[src/rtl/audio_capture_statistics_macros.svh]
// Assertion helpers shared by the RTL files.
// Every assertion is clocked on i_clk and held off while i_rst_n is low.
`ifndef AUDIO_CAPTURE_STATISTICS_MACROS_SVH
`define AUDIO_CAPTURE_STATISTICS_MACROS_SVH

// Condition that must hold at every clock edge
`define ACS_ASSERT(lbl, cond, msg) \
    lbl: assert property (@(posedge i_clk) disable iff (!i_rst_n) (cond)) else $error(msg);

// Condition that must hold at every edge where the precondition is true
`define ACS_ASSERT_IMP(lbl, pre, post, msg) \
    lbl: assert property (@(posedge i_clk) disable iff (!i_rst_n) (pre) |-> (post)) \
        else $error(msg);

`endif

[src/rtl/acs_pkg.sv]
package acs_pkg;

    // Field and datapath widths
    localparam int SMP_W     = 16;             // sample field width
    localparam int N_W       = 21;             // samples per tick, quotient width
    localparam int ACC_W     = 33;             // time accumulator plus elapsed time
    localparam int DIV_HI    = ACC_W - N_W;    // dividend bits above the quotient
    localparam int PERIOD_W  = 18;
    localparam int REM_W     = PERIOD_W;       // remainder stays below the period
    localparam int FRAC_BITS = 24;             // running mean fraction bits
    localparam int COEF_W    = 15;
    localparam int Q_DEPTH   = 2;              // front to back queue depth
    localparam int ADDR_W    = 3;
    localparam int DATA_W    = 32;

    localparam logic [PERIOD_W-1:0] PERIOD_MIN   = 18'd5208;
    localparam logic [PERIOD_W-1:0] PERIOD_MAX   = 18'd250000;
    localparam logic [PERIOD_W-1:0] PERIOD_RESET = 18'd22675;
    localparam logic [COEF_W-1:0]   MEAN_COEF    = 15'd16777;

    // Commands
    localparam logic CMD_TICK    = 1'b0;
    localparam logic CMD_RESTART = 1'b1;

    // Register indexes (paddr[2])
    localparam logic REG_CAPTURE_ENABLE = 1'b0;
    localparam logic REG_SAMPLE_PERIOD  = 1'b1;

    // Sign codes of mono against the running mean
    localparam logic [1:0] SIGN_NONE  = 2'd0;
    localparam logic [1:0] SIGN_ABOVE = 2'd1;
    localparam logic [1:0] SIGN_BELOW = 2'd2;

    typedef struct packed {
        logic             cmd;
        logic [31:0]      elapsed_ns;
        logic             beeper_present;
        logic             beeper_level;
        logic [SMP_W-1:0] left_sample;
        logic [SMP_W-1:0] right_sample;
    } t_in_item;

    typedef struct packed {
        logic [15:0] samples_this_tick;
        logic [47:0] sample_count;
        logic [31:0] beep_changes;
        logic [31:0] mean_crossings;
        logic [15:0] min_left;
        logic [15:0] max_left;
        logic [15:0] min_right;
        logic [15:0] max_right;
        logic [47:0] sum_left;
        logic [47:0] sum_right;
        logic [62:0] sumsq_left;
        logic [62:0] sumsq_right;
    } t_out_item;

    // One classified transaction handed from front to back
    typedef struct packed {
        logic             restart;
        logic [N_W-1:0]   quot;
        logic [SMP_W-1:0] left;
        logic [SMP_W-1:0] right;
        logic [31:0]      toggles;
    } t_q_entry;

    typedef struct packed {
        logic full;
        logic empty;
    } t_q_status;

    function automatic logic [31:0] sat_inc32(input logic [31:0] a);
        return (&a) ? a : a + 32'd1;
    endfunction

    function automatic logic [47:0] sat_add48(input logic [47:0] a, input logic [47:0] b);
        logic [48:0] sum;
        sum = {1'b0, a} + {1'b0, b};
        return sum[48] ? {48{1'b1}} : sum[47:0];
    endfunction

    function automatic logic [62:0] sat_add63(input logic [62:0] a, input logic [62:0] b);
        logic [63:0] sum;
        sum = {1'b0, a} + {1'b0, b};
        return sum[63] ? {63{1'b1}} : sum[62:0];
    endfunction

endpackage

[src/rtl/acs_queue.sv]
module acs_queue (
    input  logic              i_clk,
    input  logic              i_rst_n,
    input  logic              i_push,
    input  acs_pkg::t_q_entry i_push_data,
    input  logic              i_pop,
    output acs_pkg::t_q_entry o_pop_data,
    output acs_pkg::t_q_status o_status
);
    localparam int PTR_W = (acs_pkg::Q_DEPTH > 1) ? $clog2(acs_pkg::Q_DEPTH) : 1;
    localparam int CNT_W = $clog2(acs_pkg::Q_DEPTH + 1);
    localparam logic [PTR_W-1:0] LAST_PTR = PTR_W'(acs_pkg::Q_DEPTH - 1);
    localparam logic [CNT_W-1:0] FULL_CNT = CNT_W'(acs_pkg::Q_DEPTH);

    acs_pkg::t_q_entry r_mem [acs_pkg::Q_DEPTH];
    logic [PTR_W-1:0] r_wr_ptr;
    logic [PTR_W-1:0] r_rd_ptr;
    logic [CNT_W-1:0] r_count;

    assign o_status.full  = (r_count == FULL_CNT);
    assign o_status.empty = (r_count == '0);
    assign o_pop_data     = r_mem[r_rd_ptr];

    // storage
    always_ff @(posedge i_clk) begin
        if (i_push) begin
            r_mem[r_wr_ptr] <= i_push_data;
        end
    end

    // pointers and fill level
    always_ff @(posedge i_clk) begin
        if (!i_rst_n) begin
            r_wr_ptr <= '0;
            r_rd_ptr <= '0;
            r_count  <= '0;
        end else begin
            if (i_push) begin
                r_wr_ptr <= (r_wr_ptr == LAST_PTR) ? '0 : r_wr_ptr + PTR_W'(1);
            end
            if (i_pop) begin
                r_rd_ptr <= (r_rd_ptr == LAST_PTR) ? '0 : r_rd_ptr + PTR_W'(1);
            end
            if (i_push && !i_pop) begin
                r_count <= r_count + CNT_W'(1);
            end else if (!i_push && i_pop) begin
                r_count <= r_count - CNT_W'(1);
            end
        end
    end

endmodule

[config.mk]
export PLATFORM = sky130hd
export DESIGN_NAME = acs_queue
export DESIGN_NICKNAME = d
export VERILOG_FILES = /design/src/rtl/audio_capture_statistics_macros.svh /design/src/rtl/acs_pkg.sv /design/src/rtl/acs_queue.sv
export SDC_FILE = /design/constraint.sdc
export NUM_CORES = 1
export LEC_CHECK = 0
export BUFFER_PORTS_ARGS = -buffer_cell sky130_fd_sc_hd__buf_2
export CAP_MARGIN = 20
export CORE_MARGIN = 3
export CORE_UTILIZATION = 35
export DETAILED_ROUTE_END_ITERATION = 7
export PLACE_DENSITY = 0.57
export SLEW_MARGIN = 20
export SYNTH_ARGS = -nofsm -noshare
export SYNTH_HDL_FRONTEND = slang
export SYNTH_SLANG_ARGS = --single-unit
[constraint.sdc]
create_clock -name i_clk -period 4.3 [get_ports i_clk]
set_clock_uncertainty 0.05 [all_clocks]
set_input_delay 0.215 -clock i_clk [delete_from_list [all_inputs] [get_ports i_clk]]
set_output_delay 0.215 -clock i_clk [all_outputs]
set_load 0.01 [all_outputs]
Yosys cells after proc, flatten, opt, wreduce, memory -nomap -nowiden. Memory sizes are Yosys's and may differ from the RTL's. A register that Yosys moved wholly into a read port is not among the register bits. Index checks and enable logic that the tools add are counted.

Register bits: 4. Bits in read-only memories: 0. Bits in writable memories: 172. Output and inout port bits: 88. Memories kept: 1. Bits in latches: 0.

Mux-type cells: 8. Multipliers: 0. Eq/ne operators: 1. $add $sub $neg: 4. Reduce and logical (&&, ||, !) cells: 6. Bitwise logic cells: 0. $lt $le $gt $ge: 0. Divide/modulo/power cells: 0. Shift operators: 0.

Memory list: r_mem (words 2, width 86, rd ports 1, clocked after Yosys merged registers in 1, wr ports 1, RTL line acs_queue.sv:15) `acs_pkg::t_q_entry r_mem [acs_pkg::Q_DEPTH];`.

Operator list (count): 2-to-1 mux 1 bit (6); 2-to-1 mux 2 bit (2); adder 1 bit, second input constant (2); adder 2 x 1 -> 2 bit, second input constant (1); == test 2 bit, second input constant (1); logical AND 1 bit (2); zero test 1 bit (2); zero test 2 bit (1); nonzero test 2 bit (1); subtractor 2 x 1 -> 2 bit, second input constant (1).

Logic depth before layout (Yosys ltp). Gate-level depths: netlist of the first run.

Depth after elaboration: 4. Gate-level depth with buffers: 5. Gate-level depth less buffers: 5.

Least setup slack after synthesis of the first run. Ideal clock, no wire load.

Path type: reg2reg. Start point: register r_wr_ptr. End point: memory r_mem[0][0] in the netlist's numbering (enable). Stages on the path, launching flop included: 2. Arrival time: 4.133 ns. Required time: 3.708 ns. Path slack: -0.425 ns. Cells stage by stage: dfxtp_1 > nor2b_1.

RTL lines: start: declaration (RTL line acs_queue.sv:16) `logic [PTR_W-1:0] r_wr_ptr;`; start signal: assignment (RTL line acs_queue.sv:39) `r_wr_ptr <= (r_wr_ptr == LAST_PTR) ? '0 : r_wr_ptr + PTR_W'(1);`; end: declaration (RTL line acs_queue.sv:15).

Straight into the memory's write port.

==> qor.csv, run 1 <==
metric;value;unit
dr.pass1.iters;4;
final_design_area_no_fill;0.00921;mm²
layout_commonest_cell;buf_2;
yosys-top-cells-area;edfxtp_1 (78%), mux2_4 (9.1%), mux2_2 (7.8%), dfxtp_1 (1.5%), buf_12 (1.2%);
fin_hold_ws;0.106;ns
clkSinkCount;177;
ys_types;19;
drc;0;
pwr-share-clk;38.7;%
dp_hpwl;8.33;mm
grt_pass1_wl;19.8;mm
path_clk_slew;0.06;ns
leakagePower;0.00357;µW
finalHoldViolCount;0;
h-tree-depth;4;
setup_tns;0;ns
power.share.switching;22.0;%
cp_max_fo;50;
worstHoldStart;i_pop;
combPwrFrac;11.2;%
cts_tree;yes;
yosysTopAreaCell;edfxtp_1;
crit_arrival;2.32;ns
vias;3597;
die_x;144;µm
grt.met3_usage;4.46;%
syn-cell-area;0.00663;mm²
antenna_found_initial;1;
fp-row-count;49;
grt_overflow_total;0;
die-area;0.0206;mm²
die_y;144;µm
start_util;36.3;%
top_usage_layer;met2;
numCtsBuffers;17;
postLayoutCoreUtil;50.4;%
ys_warn_count;0;
antenna_left;0;
cts_buffer_depth;2;
seqPwrFrac;50.1;%
io_pins;178;
postLayoutSetupSlackWorst;1.71;ns
r2r_slack;2.26;ns
cts_root_buf;clkbuf_16;
worstSetupPathType;reg -> out;
min_period_over_period;60.2;%
drt_iter0_markers;163;
cts_resized;0;
place_area;0.00773;mm²
ys_seq_area_share;79.5;%
gp_congestion;0.674;
cts_setup_buffers;0;
status;finished, final reports clean;
power.density;442;mW/mm²
syn_nets;381;
clock_latency;0.41;ns
grt_max_degree;60;
final_nets;658;
critical_path_required;4.03;ns
min_path_cells;3;
synth.top_cell.area_share;77.9;%
ys_ff_latch;177;
met1_usage;15.1;%
max_cap_violations;0;
syn_to_final_growth;38.9;%
r2r-start;r_wr_ptr$_SDFFE_PN0P_;
reg2reg_depth;2;
core-area;0.0183;mm²
mostFrequentLayoutCells;buf_2 (177), edfxtp_1 (172), dlygate4sd3_1 (87);
fin_crit;2.59;ns
postSynthCellCount;290;
grt_util_met2;21.0;%
drv_slew;0;
crit_path_end_kind;output port;
vias_per_cell;4.45;
setup_viol;0;
worst_pin_slew;0.883;ns
wire_per_inst;16.1;µm
finalWirelength;13.0;mm
port_buffers;177;
cts_hold_buf;87;
start_kind;flop;
r2r-end;r_mem[1][61]$_DFFE_PP_;
p_switching;897;µW
drive_above_1_share;52.0;%
syn_avg_cell_area;22.8;µm²
relSlewSlack;41.0;%
grt_pass1_vias;3888;
fmax;387;MHz
hp-class;in -> reg;
rsz0062_at_grt;no;
grt_util_all_layers;12.6;%
place_ws;2.12;ns
vdd_drop_max;0.000262;V
internal_power;3170;µW
state kept, by name, summed over array words and instances, names as in the netlist, named ones only:
signal / count
r_count: 2
r_mem: 172
r_rd_ptr: 1
r_wr_ptr: 1
power groups by stage:
stage | sequential, µW | clock [µW] | combinational, µW
global placement | 2070 | 0 | 391
detailed placement | 2080 | 0 | 398
global route | 2050 | 1690 | 494
finish | 2040 | 1580 | 455
CTS | 2040 | 1620 | 462
floorplan | 2050 | 0 | 265
worst max-delay path, stage by stage, from the launching register on:
cell	delay, ns
dfxtp_4	0.88
buf_4	0.45
mux2_2	0.38
buf_2	0.14
worst max-delay path by stage:
stage | startpoint | end | slack (ns) | cells after the start
2_1_floorplan | r_wr_ptr$_SDFFE_PN0P_ | r_mem[0][0]$_DFFE_PP_ | 1.25 | 1
3_3_place_gp | flop | o_pop_data[66] | 2.16 | 3
3_5_place_dp | flop | o_pop_data[72] | 2.12 | 3
4_1_cts | flop | o_pop_data[72] | 1.65 | 3
5_1_grt | flop | o_pop_data[72] | 1.61 | 3
6_report | flop | o_pop_data[72] | 1.71 | 3
area by class of cell:
cell class | count | area (µm²)
Antenna cell | 1 | 2.50
Clock buffer | 17 | 425
Clock inverter | 14 | 179
Fill cell | 1557 | 9060
Inverter | 1 | 3.75
Multi-Input combinational cell | 102 | 1240
Sequential cell | 177 | 5270
Tap cell | 229 | 287
Timing Repair Buffer | 268 | 1800
metrics by stage:
stage          total power [µW]  std cells
2_1_floorplan              2320        290
3_3_place_gp               2460        690
3_5_place_dp               2480        690
4_1_cts                    4130        808
5_1_grt                    4230        809
6_report                   4070        809
per-layer routing:
layer	wire [µm]	part of all wire (%)
met1	5630	43
met2	6420	49
met3	812	6.2
met4	165	1.3
met5	0	0
Yosys cell counts (all sizes together):
cell type and instances:
o21a 1, ha 1, nor2b 3, xnor2 1, or3 1, nor2 1
dfxtp 5, buf 10, edfxtp 172, mux2 86, and2 4, a21boi 1
inv 1, xor2 2, o21ai 1
kinds of logic (layout without fill, tap and decap cells):
logic type,Yosys count,in the layout,share of synthesized area (%)
and+or+nand+nor,9,9,0.812
AOI/OAI and AO/OA,3,3,0.302
muxes,86,86,16.9
adders and majority gates,1,1,0.189
buffers and inverters,11,300,1.96
other,0,1,0
xor gates and xnor gates,3,3,0.397
DFF,177,177,79.5
Note: power is estimated with default switching activity, not from simulation.
==> run 2: changes to the inputs <==
ABC_AREA = 1   (was not set)
clock period = 2.1 ns   (was 4.3 ns; I/O delays follow)
==> qor.csv, run 2 <==
metric;value;unit;change
ys_warn_count;0;;unchanged
vias;3694;;+2.7%
syn_nets;394;;+3.4%
ys_ff_latch;177;;unchanged
regMostFlops;r_mem;;
cts_resized;0;;unchanged
postSynthCellCount;303;;+4.5%
fin_hold_ws;0.0699;ns;-0.0364 ns
syn-cell-area;0.00664;mm²;+0.17%
vias_per_cell;4.45;;about the same
start_util;36.3;%;+0.062 points
gp_congestion;0.675;;+0.19%
grt_pass1_wl;20.3;mm;+2.4%
layout_commonest_cell;buf_2;;
path_clk_slew;0.06;ns;about the same
fp-row-count;49;;unchanged
worstSetupPathType;reg -> out;;
power.density;860;mW/mm²;+95%
synth_flop_cell;edfxtp_1;;
setup_tns;0;ns;unchanged
ys_types;16;;-3
synth_edf_count;172;;unchanged
power.share.switching;22.2;%;+0.18 points
h-tree-depth;4;;unchanged
dp_hpwl;8.61;mm;+3.3%
worst_pin_slew;0.492;ns;-0.391 ns
max_cap_violations;0;;unchanged
min_period_over_period;93.8;%;
setup_viol;0;;unchanged
fin_crit;1.97;ns;
leakagePower;0.00363;µW;+1.7%
yosysTopAreaCell;edfxtp_1;;
fmax;508;MHz;
synthTopCellsByCount;edfxtp_1 (172), mux2_2 (46), mux2_4 (40);;
grt_util_all_layers;12.9;%;+0.38 points
drv_slew;0;;unchanged
dr.pass1.iters;6;;+2
cp_max_fo;27;;-46%
die_y;144;µm;about the same
die_x;144;µm;about the same
synth.top_cell.area_share;77.8;%;-0.13 points
antenna_found_initial;0;;-1
crit_path_end_kind;output port;;
r2r_slack;0.32;ns;-1.94 ns
final_nets;679;;+3.2%
syn_avg_cell_area;21.9;µm²;-4.1%
relSlewSlack;67.1;%;+26 points
cts_root_buf;clkbuf_16;;
clock_latency;0.42;ns;about the same
clkSinkCount;177;;unchanged
antenna_left;0;;unchanged
async_flop_share;0;%;unchanged
die-area;0.0207;mm²;+0.16%
vdd_drop_max;0.000531;V;+100%
top_regs;r_mem x172, r_count x2;;
largest_register_ffs;172;;unchanged
ys_seq_area_share;79.3;%;-0.13 points
pwr-share-clk;36.9;%;-1.8 points
io_pins;178;;unchanged
synth_most_common_cell;edfxtp_1;;
port_buffers;177;;unchanged
numCtsBuffers;17;;unchanged
p_switching;1780;µW;+99%
hp-class;in -> reg;;
status;finished, final reports clean;;
grt_pass1_vias;4048;;+4.1%
antenna_cells;0;;-1
yosys-top-cells-area;edfxtp_1 (78%), mux2_4 (9.0%), mux2_2 (7.8%), dfxtp_1 (1.5%), buf_12 (1.2%);;
grt_max_degree;62;;+3.3%
seqPwrFrac;51.7;%;+1.6 points
combPwrFrac;11.4;%;+0.2 points
start_kind;flop;;
core-area;0.0183;mm²;unchanged
cts_buffer_depth;2;;unchanged
finalHoldViolCount;0;;unchanged
drc;0;;unchanged
drive_above_1_share;51.1;%;-0.90 points
internal_power;6230;µW;+97%
grt_overflow_total;0;;unchanged
mostFrequentLayoutCells;buf_2 (177), edfxtp_1 (172), dlygate4sd3_1 (90);;
crit_arrival;1.81;ns;-0.51 ns
cts_tree;yes;;
finalWirelength;13.1;mm;+0.18%
drt_iter0_markers;145;;-11%
wire_per_inst;15.7;µm;-2.4%
rsz0062_at_grt;no;;
syn_to_final_growth;40.4;%;
critical_path_required;1.95;ns;-2.08 ns
[run 2: layout make-up]
cell class / instances / area [µm²]
timing repair buffer: 276 / 1940
fill: 1555 / 8950
sequential: 177 / 5270
clock buffer: 18 / 429
tap: 229 / 287
multi-input combinational: 108 / 1230
clock inverter: 14 / 131
inverter: 8 / 33.8
[run 2: what timing repair did]
action                                  CTS  global route
endpoints found under the setup margin    0             0
endpoints found under the hold margin   177             0
hold buffers                             90             0
setup buffers                             0             0
[run 2: per-stage QoR]
| stage | worst slack, ns | std cells | instance area [µm²] | util [%] | total power [µW] |
|---|---|---|---|---|---|
| after global routing | 0.0208 | 830 | 9320 | 51.0 | 8370 |
| after CTS | 0.0836 | 830 | 9320 | 51.0 | 8140 |
| after detailed placement | 0.547 | 708 | 7860 | 43.0 | 5020 |
| after floorplan | -0.00126 | 303 | 6650 | - | 4670 |
| after global placement | 0.562 | 708 | 7860 | 43.0 | 4990 |
| final | 0.131 | 830 | 9320 | 51.0 | 8010 |
[run 2: power groups by stage]
| stage | registers, µW | clock network, µW | logic (µW) |
|---|---|---|---|
| finish | 4150 | 2960 | 913 |
| detailed placement | 4220 | 0 | 793 |
| floorplan | 4200 | 0 | 471 |
| CTS | 4150 | 3060 | 932 |
| global route | 4160 | 3220 | 994 |
| global placement | 4210 | 0 | 777 |
[run 2: worst paths after layout]
kind	start	endpoint	cells past startpoint
max	flop	o_pop_data[70]	3
min	i_push	r_count[0]$_SDFFE_PN0P_	3
max reg2reg	r_wr_ptr$_SDFFE_PN0P_	r_wr_ptr$_SDFFE_PN0P_	5
min reg2reg	r_rd_ptr$_SDFFE_PN0P_	r_rd_ptr$_SDFFE_PN0P_	2
[run 2: kinds of logic (layout without fill, tap and decap cells)]
| kind of cell | count (synthesis) | count (layout) | synth area share (%) |
|---|---|---|---|
| fa+ha+maj | 1 | 1 | 0.188 |
| flops | 177 | 177 | 79.3 |
| mux | 86 | 86 | 16.9 |
| compound gates | 2 | 2 | 0.151 |
| buf+inv | 18 | 316 | 2.36 |
| simple gates | 19 | 19 | 1.13 |
[run 2: layer usage]
layer  routed length, µm  global-route usage, %  vias to the layer above
met2                6520                   22.2                      130
met1                5510                   15.6                     1795
li1                    -                      -                     1756
met3                 899                   4.23                       13
met5                   0                      0                        -
met4                 124                   3.87                        0
[run 2: critical path: stages (launching register included)]
cell     delay [ns]
dfxtp_4        0.59
buf_12         0.28
mux2_2         0.37
buf_2          0.14
==> run 3: changes to the inputs <==
PLACE_DENSITY = 0.55   (was 0.57)
clock period = 2.2 ns   (was 2.1 ns; I/O delays follow)
==> qor.csv, run 3 (synthesized netlist as in run 2, its figures left out) <==
metric;value;unit;change
fin_crit;1.96;ns;
drive_above_1_share;49.7;%;-1.4 points
die_y;144;µm;unchanged
fmax;509;MHz;
die_x;144;µm;unchanged
vias;3658;;-0.97%
grt_util_all_layers;12.6;%;-0.37 points
cp_max_fo;36;;+33%
r2r_slack;0.63;ns;+0.31 ns
gp_congestion;0.717;;+6.2%
syn_to_final_growth;39.3;%;
clock_latency;0.41;ns;about the same
core-area;0.0183;mm²;unchanged
status;finished, final reports clean;;
drv_slew;0;;unchanged
regMostFlops;r_mem;;
dp_hpwl;8.29;mm;-3.7%
top_usage_layer;met2;;
grt_pass1_vias;4075;;+0.67%
port_buffers;177;;unchanged
start_util;36.3;%;unchanged
vias_per_cell;4.43;;-0.37%
cts_resized;0;;unchanged
antenna_cells;0;;unchanged
worstSetupPathType;reg -> out;;
met1_usage;14.6;%;-0.98 points
largest_register_ffs;172;;unchanged
rsz0062_at_grt;no;;
crit_path_end_kind;output port;;
reg2reg_depth;3;;-2
die-area;0.0207;mm²;unchanged
h-tree-depth;4;;unchanged
wire_per_inst;15.7;µm;about the same
worstHoldStart;i_push_data[41];;
final_nets;675;;-0.59%
critical_path_required;2.04;ns;+0.09 ns
max_cap_violations;0;;unchanged
grt_overflow_total;0;;unchanged
antenna_left;0;;unchanged
finalWirelength;13.0;mm;-0.65%
crit_arrival;1.80;ns;about the same
power.density;826;mW/mm²;-4.0%
clkSinkCount;177;;unchanged
dr.pass1.iters;4;;-2
r2r-start;r_wr_ptr$_SDFFE_PN0P_;;
antenna_found_initial;0;;unchanged
top_regs;r_mem x172, r_count x2;;
cts_tree;yes;;
fin_hold_ws;0.372;ns;+0.302 ns
grt_pass1_wl;19.8;mm;-2.2%
io_pins;178;;unchanged
mostFrequentLayoutCells;buf_2 (177), edfxtp_1 (172), dlygate4sd3_1 (89);;
min_path_cells;2;;-1
cts_root_buf;clkbuf_16;;
cts_buffer_depth;2;;unchanged
layout_commonest_cell;buf_2;;
r2r-end;r_mem[1][32]$_DFFE_PP_;;
worst_pin_slew;0.506;ns;+0.0142 ns
min_period_over_period;89.3;%;
drc;0;;unchanged
fp-row-count;49;;unchanged
nFillCells;1526;;-1.9%
setup_viol;0;;unchanged
path_clk_slew;0.06;ns;about the same
min_to;r_mem[1][41]$_DFFE_PP_;;
leakagePower;0.00360;µW;-0.65%
finalHoldViolCount;0;;unchanged
relSlewSlack;66.3;%;-0.88 points
grt.met3_usage;4.13;%;-0.10 points
grt_max_degree;52;;-16%
setup_tns;0;ns;unchanged
hp-class;in -> reg;;
start_kind;flop;;
drt_iter0_markers;127;;-12%
numCtsBuffers;17;;unchanged
grt_util_met2;21.5;%;-0.69 points
vdd_drop_max;0.000496;V;-6.6%
==> run 3: through the flow <==
stage          power (µW)  area [µm²]  instances  util, %  worst slack [ns]
2_1_floorplan        4460        6650        303        -            0.0590
3_3_place_gp         4750        7810        705     42.7             0.646
3_5_place_dp         4770        7810        705     42.7             0.610
4_1_cts              7750        9250        825     50.6             0.198
5_1_grt              7950        9250        825     50.6             0.147
6_report             7630        9250        825     50.6             0.235
==> run 3: layout make-up <==
cell class | count | area, µm² | share of cell area, %
multi-input cells | 108 | 1220 | 13.2
repair buffers | 272 | 1880 | 20.4
inverters | 8 | 33.8 | 0.365
well taps | 229 | 287 | 3.10
clock inverters | 12 | 115 | 1.25
clock buffers | 19 | 433 | 4.68
flip-flops and latches | 177 | 5270 | 57.0
==> run 3: worst max path at each step <==
stage                                     start                endpoint  depth (start not counted)
after floorplan           r_wr_ptr$_SDFFE_PN0P_   r_mem[1][0]$_DFFE_PP_                          2
after global placement    r_wr_ptr$_SDFFE_PN0P_  r_mem[1][30]$_DFFE_PP_                          3
after detailed placement  r_wr_ptr$_SDFFE_PN0P_  r_mem[1][32]$_DFFE_PP_                          3
after CTS                                  flop          o_pop_data[71]                          3
after global routing                       flop          o_pop_data[65]                          3
final                                      flop          o_pop_data[65]                          3
==> run 3: worst max-delay path, cell delays in order (launching register included) <==
cell     delay (ns)
dfxtp_4        0.53
buf_12         0.30
mux2_2         0.38
buf_2          0.14
==> run 3: report_power, final <==
part           internal (µW)  leakage (µW)  switching, µW  total, µW
Combinational            467       0.00168            391        858
Sequential              3900       0.00166           53.6       3950
Clock                   1650      0.000269           1170       2820
Total                   6020       0.00360           1620       7630
==> run 3: routing by layer <==
metal,up-vias,share of wire (%),wire (µm)
met2,130,49,6330
met4,0,1.8,236
met3,20,6.1,794
li1,1738,-,-
met5,-,0,0
met1,1770,43,5610
==> run 3: timing repair <==
action | in CTS | in global routing
endpoints found under the setup margin | 0 | 0
hold buffers | 89 | 0
buffers inserted | 0 | 0
endpoints found under the hold margin | 177 | 0
